File: src/vmu_pkg.sv
package vmu_pkg;

  // operation codes
  localparam logic [2:0] FN_ADD   = 3'd0;
  localparam logic [2:0] FN_SUB   = 3'd1;
  localparam logic [2:0] FN_SCALE = 3'd2;
  localparam logic [2:0] FN_DOT   = 3'd3;
  localparam logic [2:0] FN_LEN   = 3'd4;
  localparam logic [2:0] FN_NORM  = 3'd5;
  localparam logic [2:0] FN_CROSS = 3'd6;
  localparam logic [2:0] FN_RSVD  = 3'd7;

  localparam int NLANE       = 3;
  localparam int SQ_W        = 64;
  localparam int ROOT_STAGES = 32;
  localparam int QDEPTH      = 2;
  localparam int QPTR_W      = 1;
  localparam int QCNT_W      = 2;

  typedef logic signed [31:0] fx_t;
  typedef logic signed [32:0] sum33_t;
  typedef logic signed [63:0] prod_t;
  typedef logic signed [64:0] wide_t;

  localparam fx_t   FX_MAX = 32'sh7FFF_FFFF;
  localparam wide_t W_MAX  = 65'sd2147483647;
  localparam wide_t W_MIN  = -65'sd2147483648;

  // one queued word: operation, raw operands and the multiplier operands picked by the front
  typedef struct {
    logic [2:0] func;
    fx_t        ma [NLANE];
    fx_t        mb [NLANE];
    fx_t        na [NLANE];
    fx_t        nb [NLANE];
    fx_t        a  [NLANE];
    fx_t        b  [NLANE];
  } qent_t;

  // results settled so far, plus what normalize still needs
  typedef struct {
    logic [2:0]  func;
    fx_t         r   [NLANE];
    fx_t         sc;
    logic        ovf;
    logic [31:0] mag [NLANE];
    logic        neg [NLANE];
  } pay_t;

  typedef struct {
    fx_t  val;
    logic hit;
  } sat_t;

  // clamp to the 32-bit signed range
  function automatic sat_t sat32(input wide_t v);
    sat_t s;
    if (v > W_MAX) begin
      s.val = FX_MAX;
      s.hit = 1'b1;
    end else if (v < W_MIN) begin
      s.val = ~FX_MAX;
      s.hit = 1'b1;
    end else begin
      s.val = v[31:0];
      s.hit = 1'b0;
    end
    return s;
  endfunction

endpackage

File: src/vmu_front.sv
module vmu_front import vmu_pkg::*; (
  input  logic       clk,
  input  logic       rst_n,
  input  logic       start,
  output logic       busy,
  input  logic [2:0] in_func,
  input  fx_t        in_a_x,
  input  fx_t        in_a_y,
  input  fx_t        in_a_z,
  input  fx_t        in_b_x,
  input  fx_t        in_b_y,
  input  fx_t        in_b_z,
  input  fx_t        in_scale,
  input  logic       q_full,
  output logic       push,
  output qent_t      push_ent
);

  logic  front_v_r, front_v_nxt;
  logic  accept;
  qent_t ent_r, ent_nxt;
  fx_t   a [NLANE];
  fx_t   b [NLANE];

  assign a[0] = in_a_x;
  assign a[1] = in_a_y;
  assign a[2] = in_a_z;
  assign b[0] = in_b_x;
  assign b[1] = in_b_y;
  assign b[2] = in_b_z;

  assign busy     = front_v_r && q_full;
  assign accept   = start && !busy;
  assign push     = front_v_r && !q_full;
  assign push_ent = ent_r;

  // pick multiplier operands per operation
  always_comb begin
    ent_nxt      = '{default: '0};
    ent_nxt.func = in_func;
    for (int i = 0; i < NLANE; i++) begin
      ent_nxt.a[i] = a[i];
      ent_nxt.b[i] = b[i];
    end
    case (in_func)
      FN_SCALE: begin
        for (int i = 0; i < NLANE; i++) begin
          ent_nxt.ma[i] = in_scale;
          ent_nxt.mb[i] = b[i];
        end
      end
      FN_DOT: begin
        for (int i = 0; i < NLANE; i++) begin
          ent_nxt.ma[i] = a[i];
          ent_nxt.mb[i] = b[i];
        end
      end
      FN_LEN, FN_NORM: begin
        for (int i = 0; i < NLANE; i++) begin
          ent_nxt.ma[i] = a[i];
          ent_nxt.mb[i] = a[i];
        end
      end
      FN_CROSS: begin
        ent_nxt.ma[0] = a[1]; ent_nxt.mb[0] = b[2];
        ent_nxt.na[0] = b[1]; ent_nxt.nb[0] = a[2];
        ent_nxt.ma[1] = a[2]; ent_nxt.mb[1] = b[0];
        ent_nxt.na[1] = b[2]; ent_nxt.nb[1] = a[0];
        ent_nxt.ma[2] = a[0]; ent_nxt.mb[2] = b[1];
        ent_nxt.na[2] = a[1]; ent_nxt.nb[2] = b[0];
      end
      default: ;
    endcase
  end

  always_comb begin
    front_v_nxt = front_v_r;
    if (accept) begin
      front_v_nxt = 1'b1;
    end else if (push) begin
      front_v_nxt = 1'b0;
    end
  end

  always_ff @(posedge clk) begin
    if (!rst_n) begin
      front_v_r <= 1'b0;
    end else begin
      front_v_r <= front_v_nxt;
    end
  end

  always_ff @(posedge clk) begin
    if (accept) begin
      ent_r <= ent_nxt;
    end
  end

endmodule

File: config.mk
export PLATFORM = sky130hd
export DESIGN_NAME = vmu_front
export DESIGN_NICKNAME = d
export VERILOG_FILES = /design/src/vmu_pkg.sv /design/src/vmu_front.sv
export SDC_FILE = /design/constraint.sdc
export NUM_CORES = 1
export LEC_CHECK = 0
export ABC_AREA = 1
export BUFFER_PORTS_ARGS = -buffer_cell sky130_fd_sc_hd__buf_4
export CAP_MARGIN = 15
export CORE_AREA = 2 2 312 314
export DETAILED_ROUTE_END_ITERATION = 16
export DIE_AREA = 0 0 314 316
export HOLD_SLACK_MARGIN = 0.05
export PLACE_DENSITY_LB_ADDON = 0.1
export SETUP_SLACK_MARGIN = 0.02
export SYNTH_ARGS = -nofsm -noshare
export SYNTH_HDL_FRONTEND = slang
export SYNTH_SLANG_ARGS = --single-unit
File: constraint.sdc
create_clock -name clk -period 36.2 [get_ports clk]
set_clock_uncertainty 0.15 [all_clocks]
set_input_delay 0 -clock clk [delete_from_list [all_inputs] [get_ports clk]]
set_output_delay 0 -clock clk [all_outputs]
set_load 0.05 [all_outputs]
==> run_results.csv, run 1 <==
group,metric,value,unit
timing,period_minus_slack,3060,ps
critical_path,end_kind,"register",
critical_path,cp_slowest_stage_delay,660,ps
flow_run,drv_cap,0,
grt,grt_first_pass_wirelength,142000,um
place,dp.final_hpwl,68700,um
clock_tree,cts-root-buf,"clkbuf_16",
critical_path,path_common_cell,"nand2_1",
critical_path,arrival,3400,ps
timing,period_share,8.45,%
place,placed_area,0.0308,sq mm
timing,slew_violations,0,
power,vdd_drop_max,0.0301,mV
power,p_sw,572,uW
yosys,syn-num-nets,2151,
worst_hold_path,hp-class,"input port to register",
power,p_seq_share,42.4,%
drt,drc_errors,0,
drt,vias,19500,
timing,setup_viol,0,
timing,fmax,327,MHz
critical_path,cp.required,36540,ps
die,die_y,316,um
timing,setup_tns,0,ps
clock_tree,cts_tree,"done",
drt,wl,101000,um
die,initial_core_util,24.4,%
status,outcome,"completed",
yosys,syn_area,0.0234,sq mm
finish,area_delta_synth_final,59.5,%
power,internal_power,1.34,mW
grt,grt_overflow,0,
yosys,ys_warn_count,0,
finish,nNetsFinal,3386,
place,routabilityCongestion,0.822,
yosys,avgSynthCellArea,12.2,sq um
timing,tightest_slew,1110,ps
drt,first_pass_iters,6,
yosys,ys_seq_area_share,74.3,%
yosys,ys_types,19,
drt,viasPerCell,4.36,
critical_path,cp_max_fo,60,
timing,relSlewSlack,26.2,%
yosys,ys_ff_latch,580,
grt,grt_pass1_vias,20200,
critical_path,critPathLaunchType,"input port",
critical_path,worstSetupPathType,"input port to register",
power,p_sw_share,30.0,%
power,leakage,17.2,nW
clock_tree,cts_sinks,580,
timing,rsz0062_at_grt,"false",
place,dp.cells,3929,
power,comb_power_share,20.0,%
yosys,synthCells,1920,
clock_tree,clkSlewWorstSetupHoldPaths,60,ps
finish,design_area,0.0374,sq mm
power,power_density,51.0,mW/mm^2
clock_tree,clock_latency,630,ps
die,design.core.area,0.0960,sq mm
critical_path,worst_path_max_delay_cell,"buf_4",
power,power_frac_clock,37.6,%
timing,finalHoldViolCount,0,
die,io-pin-count,812,
critical_path,critPathTopFamily,"buffers and inverters",
critical_path,crit_chain,"dlygate4sd3_1 -> buf_6 -> inv_4 -> buf_4 -> nor2_4 -> buf_4 -> nand2_1 -> nand2_1 -> inv_1 -> nand2_1",
drt,drt_iter0_drc,1348,
place,io_buffers,811,
grt,grt_usage,19.8,%
drt,routedWlPerCell,22.6,um
die,die_w,314,um
finish,final_cells,4487,
clock_tree,htree_levels,3,
critical_path,critPathBufInv,6,
die,rows,114,
drt,detail-route-antenna-nets,0,
grt,grt_max_degree,156,
clock_tree,post_cts_buffers,0,
timing,whs,94.2,ps
die,fp.dieArea,0.0992,sq mm
finish,final_util,38.9,%
clock_tree,cts_buffers,73,
grt,antenna_found_initial,2,
finish,drive_gt1_share,30.2,%
clock_tree,max-clock-path-buffers,3,
==> final cells by class <==
class                           count  area (sq um)
Clock inverter                     33           265
Timing Repair Buffer             1257         10500
Clock buffer                       96          2060
Tap cell                         1276          1600
Fill cell                        9497         58600
Inverter                          338          1280
Multi-Input combinational cell    905          4230
Antenna cell                        2          5.00
Sequential cell                   580         17400
==> cells in the mapped netlist <==
master | count | area (sq um)
nand4_1 | 192 | 1200
buf_4 | 8 | 60.1
nor2_2 | 10 | 62.6
inv_4 | 2 | 12.5
clkbuf_1 | 9 | 33.8
nand3_4 | 1 | 17.5
edfxtp_1 | 579 | 17400
nand3_2 | 2 | 20.0
nor2_4 | 21 | 236
a21boi_0 | 1 | 7.51
nand2_1 | 386 | 1450
inv_1 | 335 | 1260
buf_6 | 9 | 101
nor2_1 | 196 | 736
buf_2 | 65 | 325
nand3_1 | 96 | 480
dfxtp_1 | 1 | 20.0
buf_1 | 6 | 22.5
inv_2 | 1 | 3.75
==> routing by layer <==
metal	up-vias	routed length (um)	part of all wire (%)	GRT usage, %
li1	9025	-	-	-
met1	9738	38900	38	22.9
met2	664	52700	52	35.5
met3	116	7370	7.3	5.67
met4	0	2400	2.4	5.40
met5	-	0	0	0
==> cells by family (layout without fill, tap and decap cells) <==
family	Yosys count	in the layout	share of synthesized area (%)
other cells	0	2	0
buf+inv	435	1724	7.75
compound gates	1	1	0.0320
simple gates	904	904	17.9
flops	580	580	74.3
==> sequential cells by signal (all words and copies together), names as in the netlist <==
register	count
front_v_r	1
push_ent	579
==> final timing paths <==
| kind | from | endpoint | slack, ps | cells past startpoint |
|---|---|---|---|---|
| max reg2reg | front_v_r | push_ent[146] | 33290 | 5 |
| max | in_func[2] | push_ent[559] | 33140 | 10 |
| min reg2reg | front_v_r | front_v_r | 910 | 3 |
| min | in_b_z[18] | push_ent[402] | 90 | 4 |
==> what timing repair did <==
item	CTS	global route
setup endpoints to repair	0	0
gates resized for setup	0	0
hold buffers	427	0
endpoints found under the hold margin	601	0
==> tightest hold or removal path: stages <==
cell and delay (ps):
dlygate4sd3_1 520, buf_4 120, nand2_1 50, nand3_1 70
==> metrics by stage <==
step                power (mW)  setup slack, ps
floorplan                 1.06             9870
global placement          1.17            32890
detailed placement        1.17            32820
CTS                       1.93            33210
global route              1.97            33010
finish                    1.91            33140
==> power by group through the flow <==
stage	Clock (mW)	Sequential, mW	Combinational (mW)
3_3_place_gp	0	0.822	0.346
2_1_floorplan	0	1.00	0.0557
3_5_place_dp	0	0.822	0.346
5_1_grt	0.761	0.812	0.399
4_1_cts	0.739	0.809	0.386
6_report	0.717	0.808	0.382
==> layout by cell type (no fill, tap or decap), types with 3 or more instances in the layout <==
master,netlist,routed
nand2_1,386,386
clkinv_2,0,11
buf_4,8,827
nor2_2,10,10
edfxtp_1,579,579
bufinv_16,0,4
dlygate4sd3_1,0,427
clkinv_1,0,13
nor2_1,196,195
clkbuf_8,0,3
clkbuf_1,9,15
inv_1,335,335
clkbuf_16,0,79
nand4_1,192,192
nor2_4,21,22
inv_6,0,3
nand3_4,1,3
nand3_1,96,96
Power figures use the tool's default switching activity.
==> run 2: changes to the inputs <==
- clock period: 36.2 -> 3.2 ns (I/O delays scaled with it)
==> run 2 against run 1 <==
  * Via count increased by 1.1%
  * Final cell count up 0.20%
  * Die area unchanged
  * Clock-buffer cell count decreased by 1
  * Worst setup slack got worse by 33000 ps
  * Utilization rose by 0.16 points
  * Worst hold slack better by 2.2 ps
  * Critical path type is now register to register
  * Critical endpoint is now push_ent[249]
==> run_results.csv, run 2 (synthesis results as in run 1) <==
group,metric,value,unit
status,outcome,"completed",
clock_tree,cts_buffers,73,
power,leakage,17.3,nW
place,routabilityCongestion,0.831,
finish,drive_gt1_share,30.2,%
finish,fill_cells,9406,
timing,setup_viol,0,
critical_path,cp_slowest_stage_delay,660,ps
clock_tree,htree_levels,3,
flow_run,drv_cap,0,
critical_path,cp_max_fo,48,
clock_tree,cts-root-buf,"clkbuf_16",
critical_path,critPathLaunchType,"register",
timing,relSlewSlack,33.7,%
finish,final_common_cell,"buf_4",
place,dp.final_hpwl,70200,um
die,initial_core_util,24.4,%
power,power,21.5,mW
finish,ff_latch_area,0.0174,sq mm
clock_tree,holdBufCountCts,430,
critical_path,critPathBufInv,4,
finish,final_util,39.1,%
place,placed_area,0.0310,sq mm
clock_tree,post_cts_buffers,0,
clock_tree,cts_sinks,580,
finish,area_delta_synth_final,60.2,%
finish,largest_reg_flops,579,
drt,drt_iter0_drc,1377,
grt,antenna_found_initial,2,
clock_tree,max-clock-path-buffers,3,
timing,setup_slack,603,ps
drt,first_pass_iters,5,
timing,period_minus_slack,2600,ps
timing,slew_violations,0,
finish,nNetsFinal,3400,
grt,grt_first_pass_wirelength,143000,um
worst_hold_path,hp-class,"input port to register",
timing,period_share,81.2,%
power,vdd_drop_max,0.406,mV
place,dp_slack,864,ps
clock_tree,cts_resized,0,
finish,design_area,0.0375,sq mm
die,rows,114,
timing,fmax,385,MHz
power,power_density,572,mW/mm^2
die,die_y,316,um
critical_path,arrival,2720,ps
critical_path,end_kind,"register",
finish,num_antenna_cells,0,
drt,vias,19800,
critical_path,worstSetupPathType,"register to register",
timing,finalHoldViolCount,0,
drt,viasPerCell,4.40,
die,fp.dieArea,0.0992,sq mm
grt,grt_overflow,0,
finish,final_cell_mix,"buf_4 (828), edfxtp_1 (579), dlygate4sd3_1 (430)",
place,io_buffers,811,
critical_path,worst_path_max_delay_cell,"dlygate4sd3_1",
clock_tree,clock_latency,620,ps
critical_path,cp.required,3320,ps
grt,grt_max_degree,126,
critical_path,crit_chain,"nand2_1 -> inv_1 -> nor2_4 -> dlygate4sd3_1 -> buf_12 -> buf_4",
grt,grt_usage,19.9,%
drt,wl,102000,um
timing,rsz0062_at_grt,"false",
clock_tree,clkSlewWorstSetupHoldPaths,60,ps
drt,drc_errors,0,
finish,multi_input_area,0.00423,sq mm
grt,grt_pass1_vias,20400,
die,design.core.area,0.0960,sq mm
die,die_w,314,um
drt,routedWlPerCell,22.7,um
die,io-pin-count,812,
clock_tree,cts_tree,"done",
timing,tightest_slew,995,ps
critical_path,critPathTopFamily,"buffers and inverters",
drt,detail-route-antenna-nets,0,
==> run 2: worst reg2reg max path: cells and delay by family (launching register included) <==
| kind | cells | cell delay (ps) |
|---|---|---|
| simple gates | 2 | 140 |
| buf+inv | 4 | 1610 |
| flops | 1 | 300 |
==> run 2: power by group <==
| group | internal [mW] | leakage (nW) | switching, mW |
|---|---|---|---|
| combinational | 1.32 | 10.4 | 3.05 |
| sequential | 8.97 | 5.72 | 0.157 |
| clock | 4.70 | 1.10 | 3.27 |
==> run 2: path summary, 6_finish.rpt <==
path | startpoint | end | slack, ps | cells past startpoint
worst min-delay path | in_b_x[4] | push_ent[452] | 100 | 4
worst max register to register | front_v_r | push_ent[249] | 600 | 6
worst min register to register | front_v_r | front_v_r | 920 | 3
worst max-delay path | front_v_r | push_ent[249] | 600 | 6
==> run 2: layout make-up <==
| class | instances | area share [%] |
|---|---|---|
| flip-flops and latches | 580 | 46.4 |
| clock inverters | 31 | 0.653 |
| clock buffers | 95 | 5.34 |
| repair buffers | 1271 | 28.7 |
| inverters | 338 | 3.41 |
| multi-input cells | 905 | 11.3 |
| well taps | 1276 | 4.25 |
==> run 2: routing by layer <==
| layer | GRT usage [%] | up-vias | part of all wire [%] |
|---|---|---|---|
| li1 | - | 9043 | - |
| met1 | 23.1 | 9808 | 39 |
| met2 | 34.6 | 740 | 51 |
| met3 | 5.65 | 174 | 7.1 |
| met4 | 7.75 | 2 | 3.7 |
| met5 | 0 | - | 0.012 |
==> run 2: through the flow <==
step	std cells	setup TNS, ps	hold WS, ps
6_report	4496	0	96.4
3_5_place_dp	3940	0	54.1
2_1_floorplan	1920	-3813490	-51.1
4_1_cts	4496	0	50.2
5_1_grt	4496	0	81.7
3_3_place_gp	3940	0	48.9
