[config.mk]
export PLATFORM = sky130hd
export DESIGN_NAME = vmu_queue
export DESIGN_NICKNAME = d
export VERILOG_FILES = /design/src/vmu_pkg.sv /design/src/vmu_queue.sv
export SDC_FILE = /design/constraint.sdc
export NUM_CORES = 1
export LEC_CHECK = 0
export BUFFER_PORTS_ARGS = -buffer_cell sky130_fd_sc_hd__buf_4
export CELL_PAD_IN_SITES_DETAIL_PLACEMENT = 0
export CELL_PAD_IN_SITES_GLOBAL_PLACEMENT = 1
export CORE_AREA = 2 2 453 455
export DETAILED_ROUTE_END_ITERATION = 8
export DIE_AREA = 0 0 455 457
export GPL_ROUTABILITY_DRIVEN = 0
export HOLD_SLACK_MARGIN = 0.02
export PLACE_DENSITY = 0.48
export SYNTH_ARGS = -nofsm -noshare
export SYNTH_HDL_FRONTEND = slang
export SYNTH_SLANG_ARGS = --single-unit
export TNS_END_PERCENT = 50
[constraint.sdc]
create_clock -name clk -period 27.3 [get_ports clk]
set_input_delay 2.73 -clock clk [delete_from_list [all_inputs] [get_ports clk]]
set_output_delay 2.73 -clock clk [all_outputs]
set_load 0.005 [all_outputs]
[src/vmu_pkg.sv]
package vmu_pkg;

  // operation codes
  localparam logic [2:0] FN_ADD   = 3'd0;
  localparam logic [2:0] FN_SUB   = 3'd1;
  localparam logic [2:0] FN_SCALE = 3'd2;
  localparam logic [2:0] FN_DOT   = 3'd3;
  localparam logic [2:0] FN_LEN   = 3'd4;
  localparam logic [2:0] FN_NORM  = 3'd5;
  localparam logic [2:0] FN_CROSS = 3'd6;
  localparam logic [2:0] FN_RSVD  = 3'd7;

  localparam int NLANE       = 3;
  localparam int SQ_W        = 64;
  localparam int ROOT_STAGES = 32;
  localparam int QDEPTH      = 2;
  localparam int QPTR_W      = 1;
  localparam int QCNT_W      = 2;

  typedef logic signed [31:0] fx_t;
  typedef logic signed [32:0] sum33_t;
  typedef logic signed [63:0] prod_t;
  typedef logic signed [64:0] wide_t;

  localparam fx_t   FX_MAX = 32'sh7FFF_FFFF;
  localparam wide_t W_MAX  = 65'sd2147483647;
  localparam wide_t W_MIN  = -65'sd2147483648;

  // one queued word: operation, raw operands and the multiplier operands picked by the front
  typedef struct {
    logic [2:0] func;
    fx_t        ma [NLANE];
    fx_t        mb [NLANE];
    fx_t        na [NLANE];
    fx_t        nb [NLANE];
    fx_t        a  [NLANE];
    fx_t        b  [NLANE];
  } qent_t;

  // results settled so far, plus what normalize still needs
  typedef struct {
    logic [2:0]  func;
    fx_t         r   [NLANE];
    fx_t         sc;
    logic        ovf;
    logic [31:0] mag [NLANE];
    logic        neg [NLANE];
  } pay_t;

  typedef struct {
    fx_t  val;
    logic hit;
  } sat_t;

  // clamp to the 32-bit signed range
  function automatic sat_t sat32(input wide_t v);
    sat_t s;
    if (v > W_MAX) begin
      s.val = FX_MAX;
      s.hit = 1'b1;
    end else if (v < W_MIN) begin
      s.val = ~FX_MAX;
      s.hit = 1'b1;
    end else begin
      s.val = v[31:0];
      s.hit = 1'b0;
    end
    return s;
  endfunction

endpackage

[src/vmu_queue.sv]
module vmu_queue import vmu_pkg::*; (
  input  logic  clk,
  input  logic  rst_n,
  input  logic  push,
  input  qent_t push_ent,
  output logic  full,
  input  logic  pop,
  output logic  empty,
  output qent_t head
);

  qent_t             mem_r [QDEPTH];
  logic [QPTR_W-1:0] wr_ptr_r, rd_ptr_r;
  logic [QCNT_W-1:0] cnt_r, cnt_nxt;

  assign full  = (cnt_r == QCNT_W'(QDEPTH));
  assign empty = (cnt_r == '0);
  assign head  = mem_r[rd_ptr_r];

  always_comb begin
    cnt_nxt = cnt_r;
    if (push && !pop) begin
      cnt_nxt = cnt_r + 1'b1;
    end else if (pop && !push) begin
      cnt_nxt = cnt_r - 1'b1;
    end
  end

  always_ff @(posedge clk) begin
    if (!rst_n) begin
      wr_ptr_r <= '0;
      rd_ptr_r <= '0;
      cnt_r    <= '0;
    end else begin
      cnt_r <= cnt_nxt;
      if (push) begin
        wr_ptr_r <= wr_ptr_r + 1'b1;
      end
      if (pop) begin
        rd_ptr_r <= rd_ptr_r + 1'b1;
      end
    end
  end

  always_ff @(posedge clk) begin
    if (push) begin
      mem_r[wr_ptr_r] <= push_ent;
    end
  end

endmodule

==> flow_metrics.env, run 1 <==
export IMPL_status="completed"
export IMPL_cts_hold_buf=0
export IMPL_syn_area_sq_um=42100
export IMPL_grt_overflow=0
export IMPL_die_area_sq_um=208000
export IMPL_setup_viol=0
export IMPL_power_density_nw_per_um2=75.0
export IMPL_dpl_cell_area_sq_um=53900
export IMPL_grt_util_met3_pct=5.08
export IMPL_r2r_slack_ps=22560
export IMPL_grt_usage_pct=14.3
export IMPL_r2r_cells=5
export IMPL_worst_ir_drop_vdd_v=0.0000504
export IMPL_synth_seq_area_share_pct=82.8
export IMPL_num_io_pins=1164
export IMPL_dp_hpwl_um=117000
export IMPL_finalInstanceArea_sq_um=58300
export IMPL_syn_nets=2407
export IMPL_hold_path_class="reg -> reg"
export IMPL_maxSlewHeadroom_pct=22.9
export IMPL_p_leak_nw=21.0
export IMPL_avgSynthCellArea_sq_um=23.1
export IMPL_synth_seq_cells=1163
export IMPL_drt_antenna_violating_nets=0
export IMPL_multi_input_area_sq_um=6640
export IMPL_r2r_end="mem_r[0][208]"
export IMPL_reg2reg_from="wr_ptr_r"
export IMPL_drv_cap=0
export IMPL_cpPeakStageDelay_ps=870
export IMPL_crit_path_frequent_cell="buf_4"
export IMPL_drt_vias_per_instance=3.82
export IMPL_wire_per_inst_um=26.2
export IMPL_fin_skew_ps=24.3
export IMPL_hold_violations=0
export IMPL_cts_made_buffers=138
export IMPL_cp_max_fo=119
export IMPL_critPathLaunchType="flip-flop"
export IMPL_fp_dieW_um=455
export IMPL_drc=0
export IMPL_clock_latency_ps=780
export IMPL_grt_start_max_net_pins=133
export IMPL_fmax_ghz=0.116
export IMPL_cts_sinks=1163
export IMPL_fillers=20500
export IMPL_grt_pass1_wl_um=203000
export IMPL_tritoncts="yes"
export IMPL_die_y_um=457
export IMPL_worstHoldPathCells=2
export IMPL_crit_chain="buf_12, buf_4, buf_4, buf_4, buf_4, mux2_2, buf_4"
export IMPL_path_class="reg -> out"
export IMPL_syn_inst=1823
export IMPL_worstSetupEndpointType="output port"
export IMPL_path_clk_slew_ps=50
export IMPL_placementRows=166
export IMPL_synth_warnings=0
export IMPL_area_growth_syn_to_layout_pct=38.5
export IMPL_arrival_ps=5880
export IMPL_port_buffers=1163
export IMPL_holdPathEnd="cnt_r[1]"
export IMPL_start_util_pct=20.7
export IMPL_hold_start="cnt_r[1]"
export IMPL_final_common_cell="buf_4"
export IMPL_initialDrtViolationCount=1298
export IMPL_rsz0062_at_grt="no"
export IMPL_root_buffer="clkbuf_16"
export IMPL_grt_pass1_vias=23200
export IMPL_wirelength_um=155000
export IMPL_met1_usage_pct=16.7
export IMPL_worstMarginPinSlew_ps=1160
export IMPL_finalCriticalPeriod_ps=8610
export IMPL_antenna_found_initial=50
export IMPL_htreeDepth=4
export IMPL_drv_slew=0
export IMPL_cts_path_max_buffers=3
export IMPL_setup_tns_ps=0
export IMPL_seqCellArea_sq_um=34900
export IMPL_period_share_pct=31.5
export IMPL_use_met2_pct=24.9
export IMPL_final_cell_mix="buf_4, edfxtp_1, mux2_2"
export IMPL_layout_drive_gt1_share_pct=61.4
export IMPL_yosysUniqueCellTypes=17
export IMPL_via_count=22500
export IMPL_first_pass_iters=5
export IMPL_coreArea_sq_um=203000
export IMPL_busiest_layer="met2"
export IMPL_ctsResizeCount=0
export IMPL_critPathSlowestCell="buf_4"
export IMPL_postCtsSetupRepairBufs=0
export IMPL_critPathRequiredTime_ps=24570
export IMPL_nNetsFinal=3675
==> where the power goes <==
group | internal, mW | switching [mW] | total, mW | leakage [nW]
logic | 0.249 | 0.237 | 0.487 | 7.96
registers | 2.07 | 0.0226 | 2.09 | 10.9
clock network | 1.05 | 0.745 | 1.80 | 2.13
==> routing by layer <==
layer,vias up,part of all wire (%)
met4,38,1.9
met2,781,51
met5,-,0.15
met3,203,8.1
met1,11600,39
li1,9891,-
==> how the worst max path moves through the flow <==
stage / from / to / slack (ps) / depth (start not counted)
2_1_floorplan: push / wr_ptr_r / 8950 / 2
3_3_place_gp: flip-flop / head[182] / 19320 / 7
3_5_place_dp: flip-flop / head[214] / 19320 / 7
4_1_cts: flip-flop / head[214] / 18400 / 7
5_1_grt: flip-flop / head[202] / 18260 / 7
6_report: flip-flop / head[171] / 18690 / 7
==> per-stage QoR <==
step | power [mW] | setup WS (ps) | util, % | cells | hold slack (ps)
4_1_cts | 4.46 | 18400 | 28.7 | 5886 | 517
2_1_floorplan | 2.36 | 8950 | - | 1823 | 473
3_3_place_gp | 2.63 | 19320 | 26.5 | 5639 | 498
5_1_grt | 4.55 | 18260 | 28.7 | 5888 | 541
3_5_place_dp | 2.63 | 19320 | 26.5 | 5639 | 510
6_report | 4.37 | 18690 | 28.7 | 5897 | 524
==> Yosys cell counts <==
library cell | n | area share (%)
edfxtp_1 | 1158 | 83
mux2_2 | 579 | 15
buf_6 | 44 | 1.2
buf_2 | 19 | 0.23
dfxtp_1 | 5 | 0.24
and2_1 | 4 | 0.059
nor2b_1 | 3 | 0.045
xor2_1 | 2 | 0.042
a21boi_0 | 1 | 0.018
buf_4 | 1 | 0.018
ha_1 | 1 | 0.030
inv_1 | 1 | 0.0089
nor2_1 | 1 | 0.0089
o21a_1 | 1 | 0.018
o21ai_0 | 1 | 0.012
or3_1 | 1 | 0.015
xnor2_1 | 1 | 0.021
==> area by class of cell <==
type / instances / share of cell area [%]
Multi-Input combinational cell: 595 / 11.4
Sequential cell: 1163 / 59.8
Timing Repair Buffer: 1192 / 15.4
Clock buffer: 176 / 6.29
Antenna cell: 11 / 0.0472
Tap cell: 2688 / 5.77
Inverter: 1 / 0.00644
Clock inverter: 71 / 1.28
==> logic make-up after synthesis <==
kind of cell | after synthesis | share of synthesized area (%)
compound gates | 3 | 0.0475
buf+inv | 65 | 1.43
mux | 579 | 15.5
simple gates | 9 | 0.128
xor+xnor | 3 | 0.0624
flops | 1163 | 82.8
fa+ha+maj | 1 | 0.0297
==> state kept, by name, indices dropped and copies added (netlist names), named ones only <==
register / count
wr_ptr_r: 1
cnt_r: 2
mem_r: 1158
rd_ptr_r: 1
==> critical path, delay by kind of cell, from the launching register on <==
kind / cells / cell delay, ps
buffers and inverters: 6 / 3710
flip-flops: 1 / 680
multiplexers: 1 / 410
Power figures use the tool's default switching activity.
==> inputs of run 2 (changes only) <==
--- a/config.mk
+++ b/config.mk
@@ -13,7 +13,7 @@
 export DIE_AREA = 0 0 455 457
 export GPL_ROUTABILITY_DRIVEN = 0
 export HOLD_SLACK_MARGIN = 0.02
-export PLACE_DENSITY = 0.48
+export PLACE_DENSITY = 0.46
 export SYNTH_ARGS = -nofsm -noshare
 export SYNTH_HDL_FRONTEND = slang
 export SYNTH_SLANG_ARGS = --single-unit
==> constraint.sdc (replaced) <==
create_clock -name clk -period 8.1 [get_ports clk]
set_input_delay 0.81 -clock clk [delete_from_list [all_inputs] [get_ports clk]]
set_output_delay 0.81 -clock clk [all_outputs]
set_load 0.005 [all_outputs]
==> run 2 against run 1 <==
  * Global-route usage grew 0.35 points
  * Critical path type unchanged
  * First-iteration DRC count grew 12%
  * Flip-flop and latch count is the same
  * Largest cell class unchanged
  * Via count grew 1.2%
==> flow_metrics.env, run 2 (synthesized netlist as in run 1, its figures left out) <==
export IMPL_tritoncts="yes"
export IMPL_drv_slew=0
export IMPL_final_cell_mix="buf_4, edfxtp_1, mux2_2"
export IMPL_fmax_ghz=0.231
export IMPL_top_regs="mem_r (1158), cnt_r (2)"
export IMPL_path_clk_slew_ps=60
export IMPL_power_density_nw_per_um2=253
export IMPL_area_growth_syn_to_layout_pct=38.8
export IMPL_p_leak_nw=21.1
export IMPL_path_class="reg -> out"
export IMPL_hold_violations=0
export IMPL_coreArea_sq_um=203000
export IMPL_fp_dieW_um=455
export IMPL_antenna_found_initial=91
export IMPL_ctsResizeCount=0
export IMPL_dp_hpwl_um=121000
export IMPL_finalCriticalPeriod_ps=4320
export IMPL_grt_usage_pct=14.7
export IMPL_grt_pass1_wl_um=205000
export IMPL_wirelength_um=159000
export IMPL_cts_sinks=1163
export IMPL_root_buffer="clkbuf_16"
export IMPL_dp_cells=5637
export IMPL_hold_path_class="in -> reg"
export IMPL_top_register="mem_r"
export IMPL_setup_tns_ps=0
export IMPL_worst_ir_drop_vdd_v=0.000183
export IMPL_drc=0
export IMPL_critPathLaunchType="flip-flop"
export IMPL_final_common_cell="buf_4"
export IMPL_p_total_mw=14.8
export IMPL_cts_made_buffers=142
export IMPL_via_count=22800
export IMPL_cts_hold_buf=0
export IMPL_fin_skew_ps=30.8
export IMPL_dpl_cell_area_sq_um=53900
export IMPL_grt_start_max_net_pins=138
export IMPL_initialDrtViolationCount=1455
export IMPL_cp_max_fo=72
export IMPL_num_io_pins=1164
export IMPL_maxSlewHeadroom_pct=30.7
export IMPL_status="completed"
export IMPL_nNetsFinal=3677
export IMPL_drt_antenna_violating_nets=0
export IMPL_largest_reg_flops=1158
export IMPL_layout_drive_gt1_share_pct=61.2
export IMPL_clock_latency_ps=780
export IMPL_critPathRequiredTime_ps=7290
export IMPL_period_share_pct=53.4
export IMPL_worstSetupEndpointType="output port"
export IMPL_start_util_pct=20.7
export IMPL_die_y_um=457
export IMPL_finalInstanceArea_sq_um=58400
export IMPL_wire_per_inst_um=27.0
export IMPL_layoutNonFillerInstCount=5901
export IMPL_rsz0062_at_grt="no"
export IMPL_cts_path_max_buffers=3
export IMPL_grt_overflow=0
export IMPL_setup_viol=0
export IMPL_port_buffers=1163
export IMPL_grt_pass1_vias=23200
export IMPL_worstMarginPinSlew_ps=1040
export IMPL_drt_vias_per_instance=3.86
export IMPL_postCtsSetupRepairBufs=0
export IMPL_placementRows=166
export IMPL_arrival_ps=3510
export IMPL_whs_ps=205
export IMPL_first_pass_iters=6
export IMPL_htreeDepth=4
export IMPL_die_area_sq_um=208000
export IMPL_drv_cap=0
run 2: changes by cell type in the layout (fill, tap and decap cells not counted), sizes merged:
cell	change
clkinvlp	-4
clkbuf	+11
clkinv	+2
bufinv	-4
inv	+1
buf	-2
run 2: final cells by class:
cell class | count | area, sq um
Antenna cell | 11 | 27.5
Timing Repair Buffer | 1190 | 9060
Tap cell | 2688 | 3360
Multi-Input combinational cell | 595 | 6640
Clock inverter | 66 | 584
Sequential cell | 1163 | 34900
Clock buffer | 187 | 3870
Inverter | 1 | 3.75
Fill cell | 20400 | 145000
run 2: power by group:
group	total, mW	switching (mW)	internal (mW)
clock network	6.08	2.52	3.56
logic	1.63	0.779	0.847
registers	7.06	0.0846	6.97
total	14.8	3.38	11.4
run 2: metal layers:
| metal | part of all wire [%] | GRT usage, % | up-vias |
|---|---|---|---|
| met2 | 51 | 25.6 | 848 |
| met4 | 2.5 | 4.33 | 86 |
| met5 | 0.34 | 0 | - |
| li1 | - | - | 9905 |
| met3 | 9.9 | 6.54 | 274 |
| met1 | 36 | 15.8 | 11700 |
run 2: worst max-delay path, stage by stage, from the launching register on:
cell	delay, ps
dfxtp_4	790
buf_12	370
buf_4	830
mux2_2	440
buf_4	160
run 2: final timing paths:
| kind | startpoint | to | slack, ps | cells past startpoint |
|---|---|---|---|---|
| setup / recovery | flip-flop | head[462] | 3780 | 4 |
| hold / removal | push_ent[41] | mem_r[0][41] | 210 | 1 |
| setup reg to reg | wr_ptr_r | mem_r[1][103] | 5250 | 3 |
| hold reg to reg | cnt_r[1] | cnt_r[1] | 500 | 2 |
run 2: per-stage QoR:
stage               util (%)  worst slack (ps)
global placement        26.5              4480
floorplan                  -             -1800
global route            28.7              3530
detailed placement      26.5              4510
CTS                     28.7              3610
finish                  28.7              3780
==> inputs of run 3 (changes only) <==
==> constraint.sdc (replaced) <==
create_clock -name clk -period 4.55 [get_ports clk]
set_input_delay 0.455 -clock clk [delete_from_list [all_inputs] [get_ports clk]]
set_output_delay 0.455 -clock clk [all_outputs]
set_load 0.005 [all_outputs]
==> run 3 against run 2 <==
  * Clock power is 79% higher
  * Sequential share of layout area is 5.7 points lower
  * Cell count is 11% higher
  * Sequential power is 77% higher
  * Clock-buffer cell count is 4 lower
  * Routed wire length is 0.81% higher
  * Highest routed layer unchanged
  * Via count is 9.6% higher
  * Critical path depth is 1 lower
  * Cell area is 11% higher
  * Critical path type unchanged
  * Utilization is 3.0 points higher
==> flow_metrics.env, run 3 (synthesized netlist as in run 1, its figures left out) <==
export IMPL_status="completed"
export IMPL_final_cell_mix="buf_4, edfxtp_1, dlygate4sd3_1"
export IMPL_die_y_um=457
export IMPL_root_buffer="clkbuf_16"
export IMPL_die_area_sq_um=208000
export IMPL_hold_path_class="in -> reg"
export IMPL_first_pass_iters=5
export IMPL_fp_dieW_um=455
export IMPL_r2r_cells=2
export IMPL_antenna_found_initial=83
export IMPL_fin_ws_ps=1220
export IMPL_worstSetupEndpointType="output port"
export IMPL_dpl_cell_area_sq_um=54200
export IMPL_grt_usage_pct=14.9
export IMPL_worstMarginPinSlew_ps=957
export IMPL_via_count=25000
export IMPL_r2r_slack_ps=2320
export IMPL_maxSlewHeadroom_pct=36.2
export IMPL_drt_antenna_violating_nets=0
export IMPL_drc=0
export IMPL_period_share_pct=73.2
export IMPL_layout_drive_gt1_share_pct=52.2
export IMPL_path_clk_slew_ps=60
export IMPL_top_register="mem_r"
export IMPL_reg2reg_from="wr_ptr_r"
export IMPL_finalInstanceArea_sq_um=64600
export IMPL_grt_start_max_net_pins=117
export IMPL_holdPathEnd="cnt_r[1]"
export IMPL_grt_pass1_vias=26300
export IMPL_r2r_end="mem_r[1][387]"
export IMPL_largest_reg_flops=1158
export IMPL_drv_slew=0
export IMPL_initialDrtViolationCount=1281
export IMPL_placementRows=166
export IMPL_wirelength_um=161000
export IMPL_cts_made_buffers=143
export IMPL_start_util_pct=20.7
export IMPL_tritoncts="yes"
export IMPL_cp_max_fo=85
export IMPL_setup_tns_ps=0
export IMPL_rsz0062_at_grt="no"
export IMPL_worstHoldPathCells=4
export IMPL_setup_viol=0
export IMPL_grt_pass1_wl_um=214000
export IMPL_grt_overflow=0
export IMPL_hold_start="push"
export IMPL_area_growth_syn_to_layout_pct=53.4
export IMPL_htreeDepth=4
export IMPL_wire_per_inst_um=24.6
export IMPL_path_class="reg -> out"
export IMPL_fin_skew_ps=23.7
export IMPL_critPathLaunchType="flip-flop"
export IMPL_clock_latency_ps=800
export IMPL_critPathRequiredTime_ps=4090
export IMPL_post_place_ws_ps=1910
export IMPL_fmax_ghz=0.300
export IMPL_top_regs="mem_r (1158), cnt_r (2)"
export IMPL_nNetsFinal=4282
export IMPL_drt_vias_per_instance=3.83
export IMPL_cts_sinks=1163
export IMPL_num_io_pins=1164
export IMPL_p_leak_nw=23.7
export IMPL_coreArea_sq_um=203000
export IMPL_power_density_nw_per_um2=417
export IMPL_arrival_ps=2880
export IMPL_drv_cap=0
export IMPL_port_buffers=1163
export IMPL_cts_path_max_buffers=3
export IMPL_p_total_mw=26.9
export IMPL_dp_hpwl_um=121000
export IMPL_ctsResizeCount=0
export IMPL_worst_ir_drop_vdd_v=0.000329
export IMPL_finalCriticalPeriod_ps=3330
export IMPL_hold_violations=0
export IMPL_final_common_cell="buf_4"
## run 3: repair_timing
action                                   CTS  global route
hold endpoints to repair                1163             0
hold buffers                             582             0
buffers inserted                           0             0
endpoints found under the setup margin     0             0
## run 3: worst max-delay path by stage
stage / depth (start not counted) / to / slack (ps) / start
3_3_place_gp: 3 / head[494] / 1930 / flip-flop
5_1_grt: 3 / head[494] / 1040 / flip-flop
4_1_cts: 3 / head[60] / 1000 / flip-flop
2_1_floorplan: 1 / mem_r[0][0] / -4990 / push
6_report: 3 / head[212] / 1220 / flip-flop
3_5_place_dp: 3 / head[60] / 1910 / flip-flop
## run 3: area by class of cell
cell class	instances	area [sq um]
fillers	20100	139000
flip-flops and latches	1163	34900
repair buffers	1794	15200
multi-input cells	595	6640
clock buffers	183	3820
well taps	2688	3360
clock inverters	69	669
diodes	28	70.1
inverters	1	3.75
## run 3: critical path, cell delays in order, from the launching register on
cell and delay (ps):
dfxtp_4 790, buf_12 420, mux2_2 460, buf_4 150
## run 3: per-layer routing
| layer | routed length [um] | global-route usage [%] | part of all wire [%] | vias to the layer above |
|---|---|---|---|---|
| met5 | 354 | 0 | 0.22 | - |
| met1 | 64500 | 17.7 | 40 | 12600 |
| li1 | - | - | - | 11100 |
| met3 | 11100 | 4.46 | 6.9 | 272 |
| met2 | 79700 | 25.5 | 50 | 872 |
| met4 | 4900 | 4.78 | 3.1 | 58 |
## run 3: metrics by stage
step	hold WS, ps	instances	utilization (%)
floorplan	473	1823	-
global placement	495	5659	26.7
detailed placement	505	5659	26.7
CTS	70.8	6493	31.7
global route	141	6505	31.8
finish	179	6521	31.8
## run 3: where the power goes
part	internal (mW)	total (mW)	switching, mW
registers	12.4	12.5	0.126
clock network	6.32	10.9	4.58
logic	1.87	3.49	1.63
